$ cat src/design/pst_pkg.sv
// Shared types and constants of the priority sum tree sampler.
package pst_pkg;

    localparam int SUM_W  = 42;
    localparam int MIN_W  = 17;
    localparam int PRIO_W = 32;
    localparam int SLOT_W = 10;
    localparam int CAP_W  = 11;
    localparam int OP_W   = 2;

    localparam logic [MIN_W-1:0]  MIN_NONE  = 17'd65536;
    localparam logic [PRIO_W-1:0] MAX_RESET = 32'h0001_0000;
    localparam logic [CAP_W-1:0]  CAP_RESET = 11'd1024;

    // Operation codes carried in the input tuser field.
    localparam logic [OP_W-1:0] OP_ADD    = 2'd0;
    localparam logic [OP_W-1:0] OP_UPDATE = 2'd1;
    localparam logic [OP_W-1:0] OP_SAMPLE = 2'd2;

    typedef enum logic [2:0] {
        S_CLEAR,
        S_IDLE,
        S_LEAF,
        S_UP,
        S_SROOT,
        S_SDESC,
        S_DONE
    } t_state;

    // Commands from the controller to the datapath.
    typedef struct packed {
        logic clear;
        logic accept;
        logic leaf;
        logic up;
        logic sroot;
        logic sdesc;
        logic done;
    } t_cmd;

    // Status from the datapath to the controller.
    typedef struct packed {
        logic clear_last;
        logic walk_last;
        logic desc_last;
        logic fill_empty;
        logic out_free;
    } t_stat;

endpackage

$ cat src/design/pst_ctrl.sv
// Controller state machine of the priority sum tree sampler.
module pst_ctrl
    import pst_pkg::*;
(
    input  logic            i_clk,
    input  logic            i_rst_n,
    input  logic            i_in_valid,
    input  logic [OP_W-1:0] i_opcode,
    input  t_stat           i_stat,
    output logic            o_in_ready,
    output t_cmd            o_cmd
);

    t_state r_state;
    t_state n_state;

    // State register; reset starts the memory clearing sweep.
    always_ff @(posedge i_clk) begin
        if (!i_rst_n) begin
            r_state <= S_CLEAR;
        end else begin
            r_state <= n_state;
        end
    end

    // Next state.
    always_comb begin
        n_state = r_state;
        case (r_state)
            S_CLEAR: begin
                if (i_stat.clear_last) n_state = S_IDLE;
            end
            S_IDLE: begin
                if (i_in_valid) begin
                    case (i_opcode)
                        OP_ADD:    n_state = S_LEAF;
                        OP_UPDATE: n_state = S_LEAF;
                        OP_SAMPLE: n_state = i_stat.fill_empty ? S_DONE : S_SROOT;
                        default:   n_state = S_DONE;
                    endcase
                end
            end
            S_LEAF:  n_state = S_UP;
            S_UP: begin
                if (i_stat.walk_last) n_state = S_DONE;
            end
            S_SROOT: n_state = S_SDESC;
            S_SDESC: begin
                if (i_stat.desc_last) n_state = S_DONE;
            end
            S_DONE: begin
                if (i_stat.out_free) n_state = S_IDLE;
            end
            default: n_state = S_CLEAR;
        endcase
    end

    // Command outputs.
    always_comb begin
        o_cmd        = '0;
        o_in_ready   = 1'b0;
        case (r_state)
            S_CLEAR: o_cmd.clear = 1'b1;
            S_IDLE: begin
                o_in_ready   = 1'b1;
                o_cmd.accept = i_in_valid;
            end
            S_LEAF:  o_cmd.leaf  = 1'b1;
            S_UP:    o_cmd.up    = 1'b1;
            S_SROOT: o_cmd.sroot = 1'b1;
            S_SDESC: o_cmd.sdesc = 1'b1;
            S_DONE:  o_cmd.done  = i_stat.out_free;
            default: o_cmd       = '0;
        endcase
    end

endmodule

$ cat config.mk
export PLATFORM = sky130hd
export DESIGN_NAME = pst_ctrl
export DESIGN_NICKNAME = d
export VERILOG_FILES = /design/src/design/pst_pkg.sv /design/src/design/pst_ctrl.sv
export SDC_FILE = /design/constraint.sdc
export NUM_CORES = 1
export LEC_CHECK = 0
export BUFFER_PORTS_ARGS = -buffer_cell sky130_fd_sc_hd__buf_2
export CAP_MARGIN = 20
export CORE_AREA = 2 2 39 41
export CTS_BUF_LIST = sky130_fd_sc_hd__clkbuf_4
export DETAILED_ROUTE_END_ITERATION = 10
export DIE_AREA = 0 0 41 43
export PLACE_DENSITY_LB_ADDON = 0.12
export SETUP_SLACK_MARGIN = 0.2
export SLEW_MARGIN = 20
export SYNTH_ARGS = -nofsm -noshare
export SYNTH_HDL_FRONTEND = slang
export SYNTH_SLANG_ARGS = --single-unit
$ cat constraint.sdc
create_clock -name i_clk -period 1.6 [get_ports i_clk]
set_clock_uncertainty 0.05 [all_clocks]
set_input_delay 0.24 -clock i_clk [delete_from_list [all_inputs] [get_ports i_clk]]
set_output_delay 0.24 -clock i_clk [all_outputs]
set_load 0.02 [all_outputs]
==> results of run 1 <==
-- worst paths after layout --
kind,startpoint,to,depth (start not counted)
max,r_state[2],o_cmd[3],3
min reg2reg,r_state[0],r_state[0],3
min,i_rst_n,r_state[1],2
max reg2reg,r_state[2],r_state[2],4
-- logic make-up after synthesis --
group | after synthesis
AOI/OAI and AO/OA | 7
DFF | 3
and+or+nand+nor | 23
buffers and inverters | 3
muxes | 1
-- routing by layer --
layer | wire [um] | vias up
met5 | 0 | -
met4 | 8 | 0
met3 | 63 | 2
met2 | 420 | 10
met1 | 352 | 159
li1 | - | 178
-- metrics by stage --
stage	hold WS [ps]	area, um^2	setup WS, ps	std cells	total power, mW
2_1_floorplan	312	324	211	37	0.506
3_3_place_gp	447	423	214	69	0.627
3_5_place_dp	448	423	205	69	0.620
4_1_cts	206	478	193	74	0.822
5_1_grt	205	538	172	77	0.977
6_report	217	538	226	77	0.908
-- synth_stat cells --
cell type  instances
nor4bb_2           1
nor2_1             3
nor2_2             1
buf_2              2
nor2b_4            1
nand2b_1           2
buf_6              1
nor3_1             1
and3b_2            1
o211a_1            1
mux2i_1            1
a21oi_2            1
or3b_1             1
dfxtp_1            3
nor3b_1            2
a21oi_1            2
nand2_1            3
and3b_1            1
or3_1              2
a2111oi_4          1
nand3b_1           2
and2_1             2
o21ai_0            2
-- timing repair --
action,in CTS,in global routing
pin swaps,0,3
hold buffers,0,0
endpoints found under the setup margin,6,5
gates resized for setup,6,13
setup buffers,1,3
-- worst reg2reg max path, stage by stage (launching register included) --
cell and delay [ps]:
dfxtp_4 360, or3_1 390, a21oi_2 190, a2111oi_4 60, o211a_1 210
-- power by group --
| group | switching [mW] | total, mW | internal [mW] | leakage (nW) |
|---|---|---|---|---|
| Combinational | 0.270 | 0.589 | 0.319 | 0.209 |
| Sequential | 0.0505 | 0.170 | 0.120 | 0.0267 |
| Clock | 0.0388 | 0.149 | 0.110 | 0.0184 |
-- area by class of cell --
cell class	count	area, um^2	area share (%)
clock buffer	4	30.0	5.58
multi-input combinational	31	260	48.4
sequential	3	71.3	13.3
tap	16	20.0	3.72
timing repair buffer	23	156	29.1
==> qor.txt, run 1 <==
Status - finished, final reports clean
Vias in the first global route - 299
Synth Area in XOR/XNOR - 0%
Met2 usage - 14.1%
Worst reg2reg setup slack - 230 ps
H-Tree Depth - 1
Worst vdd ir - 0.000652 V
IO Count - 18
Critical-path maximum fanout - 6
Compound-Gate Fraction of Synth Area - 20.9%
Most common cell after layout, fill and taps aside - buf_2
Most frequent cells in the layout - buf_2, buf_6, clkbuf_4, buf_4
Routed via count - 349
Post-synthesis simple-gate area fraction - 50.2%
Slew Limit Fails - 0
Final hold vios - 0
Total negative slack - 0 ps
Rows - 14
Sequential share of the synthesized area - 19.0%
CTS tree - done
Final Core Density - 38.9%
Post-synth top area share - 19.0%
Data arrival, critical path - 1080 ps
Number of remaining DRC errors - 0
Pwr Density - 1690 nW/um^2
Gr ovfl total - 0
Pre-Repair DR Iteration Count - 3
Largest family of logic cells by synthesized area - simple AND/OR/NAND/NOR gates
Core area - 1380 um^2
Lkg Pwr - 0.255 nW
Min cycle time layout - 1370 ps
Post-synthesis mux area share - 3.16%
Synthesized flop and latch total - 3
Met3 usage - 3.14%
Share of layout cells above drive strength 1 - 67.2%
Ys Warns - 0
Number of DRC markers in iteration 0 - 1
Hold Crit Class - in2reg
Largest area contributor in the netlist - dfxtp_1
Clock-pin transition on the worst setup and hold timing paths - 40 ps
Syn Nets - 47
Syn Area/Cell - 8.56 um^2
Final GP Congestion - 0.650
Die Wd - 41 um
Final worst path period share - 85.9%
Post-synthesis adder-cell area fraction - 0%
Worst-margin pin slew - 329 ps
Overall routing resource usage - 10.6%
Worst path bufs/invs - 2
Fmax - 728 MHz
WS Path Type - reg2out
Vias/cell - 4.53
IO Port Bufs - 17
GR Util met1 - 12.8%
Die area - 1760 um^2
Cells after synthesis - 37
Initial antenna violation count - 0
Area grow syn2layout - 70.0%
Die H - 43 um
Initial core utilization - 22.9%
Largest net degree at the start of global routing - 14
Synth top area cells - dfxtp_1, a2111oi_4, nor4bb_2
Rel. slew slack - 77.7%
WP data required - 1310 ps
CP delay by family, top - flip-flops
Setup crit start kind - register
Worst-Skew Late Latency - 230 ps
CP Capture Type - output pin
Max reg flops - 3
Biggest registers after layout - r_state (3)
CTS max path bufs - 2
Setup violators final - 0
Critical path's most frequent cell - buf_6
Number of buffers created by CTS - 3
Ant. Diodes - 0
Most flop-heavy register - r_state
Detail Route Antenna Nets - 0
Total Wirelength - 844 um
DP HPWL - 576 um
Grt peak-use layer - met2
Largest stage delay on the critical path - 390 ps
Routed wire per std cell - 11.0 um
Mapped cell area - 317 um^2
# fillers - 146
Yosys cell types - 23
Crit-path slowest cell - dfxtp_4
Clock root cell - clkbuf_4
Worst path cell trace - buf_6, and3b_2, buf_6
RSZ-0062 raised after global routing - true
Max Cap Viol - 0
Final Net Count - 72
Clk sinks - 3
First-pass GRT wire length - 1210 um
Power figures use the tool's default switching activity.
==> inputs of run 2 (changes only) <==
Settings changed: RECOVER_POWER set to 100.
==> qor.txt, run 2 (synthesized netlist as in run 1, its figures left out) <==
Min cycle time layout - 1440 ps (+64.5 ps)
Number of hold buffers added after cts - 0 (unchanged)
Most flop-heavy register - r_state
WS Path Type - reg2reg
First-pass GRT wire length - 1210 um (unchanged)
Number of remaining DRC errors - 0 (unchanged)
Final hold vios - 0 (unchanged)
Clk sinks - 3 (unchanged)
Vias/cell - 4.51 (-0.57%)
Post-route cell area - 509 um^2 (-5.3%)
CTS max path bufs - 2 (unchanged)
H-Tree Depth - 1 (unchanged)
Worst reg2reg setup slack - 160 ps (-60 ps)
Rel. slew slack - 73.9% (-3.9 points)
Worst Reg-to-Reg Cells - 5 (+1)
Worst path bufs/invs - 1 (-1)
Most common cell after layout, fill and taps aside - buf_2
Largest stage delay on the critical path - 480 ps (+90 ps)
RSZ-0062 raised after global routing - true
Total negative slack - 0 ps (unchanged)
Setup crit start kind - register
Worst-Skew Late Latency - 230 ps (about the same)
CP Capture Point - r_state[2]
Rows - 14 (unchanged)
CP delay by family, top - simple AND/OR/NAND/NOR gates
Number of DRC markers in iteration 0 - 2 (+1)
WP data required - 1670 ps (+360 ps)
Data arrival, critical path - 1510 ps (+430 ps)
Fmax - 695 MHz (-4.5%)
Status - finished, final reports clean
Pre-Repair DR Iteration Count - 2 (-1)
Share of layout cells above drive strength 1 - 59.0% (-8.2 points)
Biggest registers after layout - r_state (3)
Routed wire per std cell - 10.9 um (-0.12%)
CTS tree - done
IO Count - 18 (unchanged)
Pwr Density - 1660 nW/um^2 (-1.8%)
Final worst path period share - 89.9% (+4.0 points)
Area grow syn2layout - 60.9%
Slew Limit Fails - 0 (unchanged)
Max Cap Viol - 0 (unchanged)
Die Wd - 41 um (unchanged)
Lkg Pwr - 0.234 nW (-8.0%)
Worst Setup SP - r_state[2]
Die H - 43 um (unchanged)
FF+latch area - 71.3 um^2 (unchanged)
Total Wirelength - 843 um (-0.12%)
DP Area - 423 um^2 (unchanged)
Max reg flops - 3 (unchanged)
Number of buffers created by CTS - 3 (unchanged)
Largest net degree at the start of global routing - 14 (unchanged)
Clock root cell - clkbuf_4
Hold Crit Class - in2reg
Routed via count - 347 (-0.57%)
Multi-input gate area in the final layout - 238 um^2 (-8.7%)
CP Capture Type - register
Die area - 1760 um^2 (unchanged)
Final GP Congestion - 0.650 (unchanged)
IO Port Bufs - 17 (unchanged)
Worst-margin pin slew - 391 ps (+62.1 ps)
Final Net Count - 72 (unchanged)
WP depth - 5 (+2)
DP HPWL - 576 um (unchanged)
Worst vdd ir - 0.000639 V (-2.0%)
Crit Reg-Reg Startpoint - r_state[2]
Gr ovfl total - 0 (unchanged)
Crit-path slowest cell - or3_2
Core area - 1380 um^2 (unchanged)
Initial core utilization - 22.9% (unchanged)
Most frequent cells in the layout - buf_2, clkbuf_1, buf_6
Clock-pin transition on the worst setup and hold timing paths - 40 ps (about the same)
Detail Route Antenna Nets - 0 (unchanged)
Critical-path maximum fanout - 6 (unchanged)
Worst path cell trace - buf_4, a21oi_1, nor2_1, or3_2, o211a_1
# fillers - 151 (+3.4%)
Setup violators final - 0 (unchanged)
Overall routing resource usage - 10.6% (unchanged)
Initial antenna violation count - 0 (unchanged)
Vias in the first global route - 299 (unchanged)
R2R Path End - r_state[2]
Ant. Diodes - 0 (unchanged)
-- run 2: cell type report --
cell class,count,area share (%)
Multi-Input combinational cell,31,46.7
Clock buffer,4,5.90
Sequential cell,3,14.0
Tap cell,16,3.93
Timing Repair Buffer,23,29.5
-- run 2: power breakdown --
group	total (mW)	internal (mW)	switching (mW)
registers	0.163	0.119	0.0431
logic	0.533	0.272	0.261
clock network	0.149	0.110	0.0382
-- run 2: repair_timing --
item	in CTS	in global routing
endpoints found under the setup margin	6	5
setup buffers	1	3
cloned	0	0
pin swaps	0	3
gates resized for setup	6	13
-- run 2: how the worst min path moves through the flow --
stage,depth (start not counted),startpoint,end,slack (ps)
global route,2,i_rst_n,r_state[2],200
CTS,2,i_rst_n,r_state[1],210
detailed placement,2,i_rst_n,r_state[1],450
finish,2,i_rst_n,r_state[1],220
floorplan,1,i_rst_n,r_state[1],310
global placement,2,i_rst_n,r_state[1],450
-- run 2: layer usage --
layer,up-vias,routed length (um),global-route usage (%)
li1,179,-,-
met1,156,365,12.8
met2,10,404,14.1
met3,2,65,3.14
met4,0,8,10.0
met5,-,0,0
-- run 2: through the flow --
stage	utilization, %	total power, mW	setup WS [ps]	std cells	hold WS, ps
2_1_floorplan	-	0.506	211	37	312
3_5_place_dp	30.6	0.620	205	69	448
6_report	36.8	0.844	161	77	217
3_3_place_gp	30.6	0.627	214	69	447
5_1_grt	36.8	0.917	99.5	77	205
4_1_cts	34.5	0.822	193	74	206
==> inputs of run 3 (changes only) <==
Settings changed: CTS_BUF_LIST sky130_fd_sc_hd__clkbuf_4 to sky130_fd_sc_hd__clkbuf_8.
==> qor.txt, run 3 (synthesized netlist as in run 1, its figures left out) <==
Number of remaining DRC errors - 0 (unchanged)
Worst-margin pin slew - 396 ps (+4.73 ps)
Final Net Count - 73 (+1.4%)
WP depth - 3 (-2)
Lkg Pwr - 0.242 nW (+3.3%)
# fillers - 152 (+0.66%)
Gr ovfl total - 0 (unchanged)
Total negative slack - 0 ps (unchanged)
Die Wd - 41 um (unchanged)
Min cycle time layout - 1420 ps (-14.4 ps)
Clk sinks - 3 (unchanged)
Max Cap Viol - 0 (unchanged)
Clock-pin transition on the worst setup and hold timing paths - 30 ps (about the same)
Final worst path period share - 89.0% (-0.90 points)
GR Util met1 - 12.8% (unchanged)
Initial core utilization - 22.9% (unchanged)
First-pass GRT wire length - 1190 um (-2.3%)
Routed via count - 371 (+6.9%)
Worst reg2reg setup slack - 210 ps (+50 ps)
Worst Reg-to-Reg Cells - 4 (-1)
Vias/cell - 4.76 (+5.5%)
Final hold vios - 0 (unchanged)
Setup violators final - 0 (unchanged)
Number of hold buffers added after cts - 0 (unchanged)
Core area - 1380 um^2 (unchanged)
Share of layout cells above drive strength 1 - 56.5% (-2.6 points)
Setup crit start kind - register
Pwr Density - 1750 nW/um^2 (+5.7%)
RSZ-0062 raised after global routing - false
CP Capture Type - output pin
Rel. slew slack - 73.6% (-0.32 points)
Grt peak-use layer - met2
Detail Route Antenna Nets - 0 (unchanged)
Initial antenna violation count - 0 (unchanged)
Number of buffers created by CTS - 3 (unchanged)
Data arrival, critical path - 1130 ps (-380 ps)
Total Wirelength - 860 um (+2.0%)
Worst path bufs/invs - 2 (+1)
Met3 usage - 3.14% (unchanged)
CTS tree - done
IO Count - 18 (unchanged)
Die area - 1760 um^2 (unchanged)
DP HPWL - 576 um (unchanged)
Max reg flops - 3 (unchanged)
Vias in the first global route - 287 (-4.0%)
Largest net degree at the start of global routing - 14 (unchanged)
Most common cell after layout, fill and taps aside - buf_2
Biggest registers after layout - r_state (3)
R2R Path End - r_state[0]
Worst-Skew Late Latency - 210 ps (-20 ps)
Clock root cell - clkbuf_8
Crit Reg-Reg Startpoint - r_state[0]
WS Path Type - reg2out
Routed wire per std cell - 11.0 um (+0.71%)
Worst path cell trace - buf_6, and3b_2, clkbuf_1
Hold Crit Class - in2reg
Largest stage delay on the critical path - 350 ps (-130 ps)
Overall routing resource usage - 10.7% (+0.10 points)
Status - finished, final reports clean
Most frequent cells in the layout - buf_2, clkbuf_1, buf_6
Met2 usage - 13.4% (-0.63 points)
Critical-path maximum fanout - 9 (+3)
IO Port Bufs - 17 (unchanged)
Most flop-heavy register - r_state
CP delay by family, top - flip-flops
Worst vdd ir - 0.000759 V (+19%)
Area grow syn2layout - 70.0%
Hold depth - 2 (unchanged)
WP data required - 1310 ps (-360 ps)
Cell Count, Final, Fillers Out - 78 (+1.3%)
Crit-path slowest cell - dfxtp_4
Fmax - 702 MHz (+1.0%)
Final Core Density - 38.9% (+2.1 points)
Ant. Diodes - 0 (unchanged)
Die H - 43 um (unchanged)
H-Tree Depth - 1 (unchanged)
Pre-Repair DR Iteration Count - 3 (+1)
Final GP Congestion - 0.650 (unchanged)
Slew Limit Fails - 0 (unchanged)
Placed Instances - 69 (unchanged)
Worst min-delay path startpoint - i_rst_n
Rows - 14 (unchanged)
CTS max path bufs - 2 (unchanged)
Number of DRC markers in iteration 0 - 1 (-1)
Worst Hold Endpoint - r_state[1]
run 3: worst register-to-register path: stages (launching register included):
cell	delay (ps)
dfxtp_4	350
nor3b_4	150
nor2b_4	120
a2111oi_2	430
mux2i_1	210
run 3: layout make-up:
type                       instances  area, um^2  area share [%]
timing repair buffer              24         154            28.6
clock buffer                       3        41.3            7.67
tap                               16        20.0            3.72
clock inverter                     1        3.75           0.698
multi-input combinational         31         248            46.0
sequential                         3        71.3            13.3
run 3: timing repair:
action | CTS | global route
setup buffers | 0 | 5
pin swaps | 0 | 3
gates resized for setup | 4 | 15
setup endpoints to repair | 3 | 8
run 3: layer usage:
metal  wire [um]  vias to the layer above
li1            -                      184
met1         353                      171
met2         397                       12
met3          76                        4
met4          33                        0
met5           0                        -
run 3: worst max path at each step:
| stage | startpoint | slack, ps | endpoint |
|---|---|---|---|
| 5_1_grt | r_state[0] | 120 | r_state[0] |
| 3_5_place_dp | r_state[2] | 200 | r_state[2] |
| 3_3_place_gp | r_state[2] | 210 | r_state[2] |
| 2_1_floorplan | r_state[0] | 210 | r_state[2] |
| 4_1_cts | r_state[1] | 190 | o_cmd[4] |
| 6_report | r_state[1] | 180 | o_cmd[1] |
run 3: report_power, final:
group / internal (mW) / switching [mW]
Clock: 0.163 / 0.0475
Combinational: 0.300 / 0.261
Sequential: 0.120 / 0.0519
Total: 0.582 / 0.361
run 3: stage by stage:
step                      setup WS, ps  instance area [um^2]  hold WS [ps]  total power, mW
final                              175                   538           235            0.943
after global routing               123                   538           229             1.01
after CTS                          185                   480           230            0.866
after detailed placement           205                   423           448            0.620
after global placement             214                   423           447            0.627
after floorplan                    211                   324           312            0.506
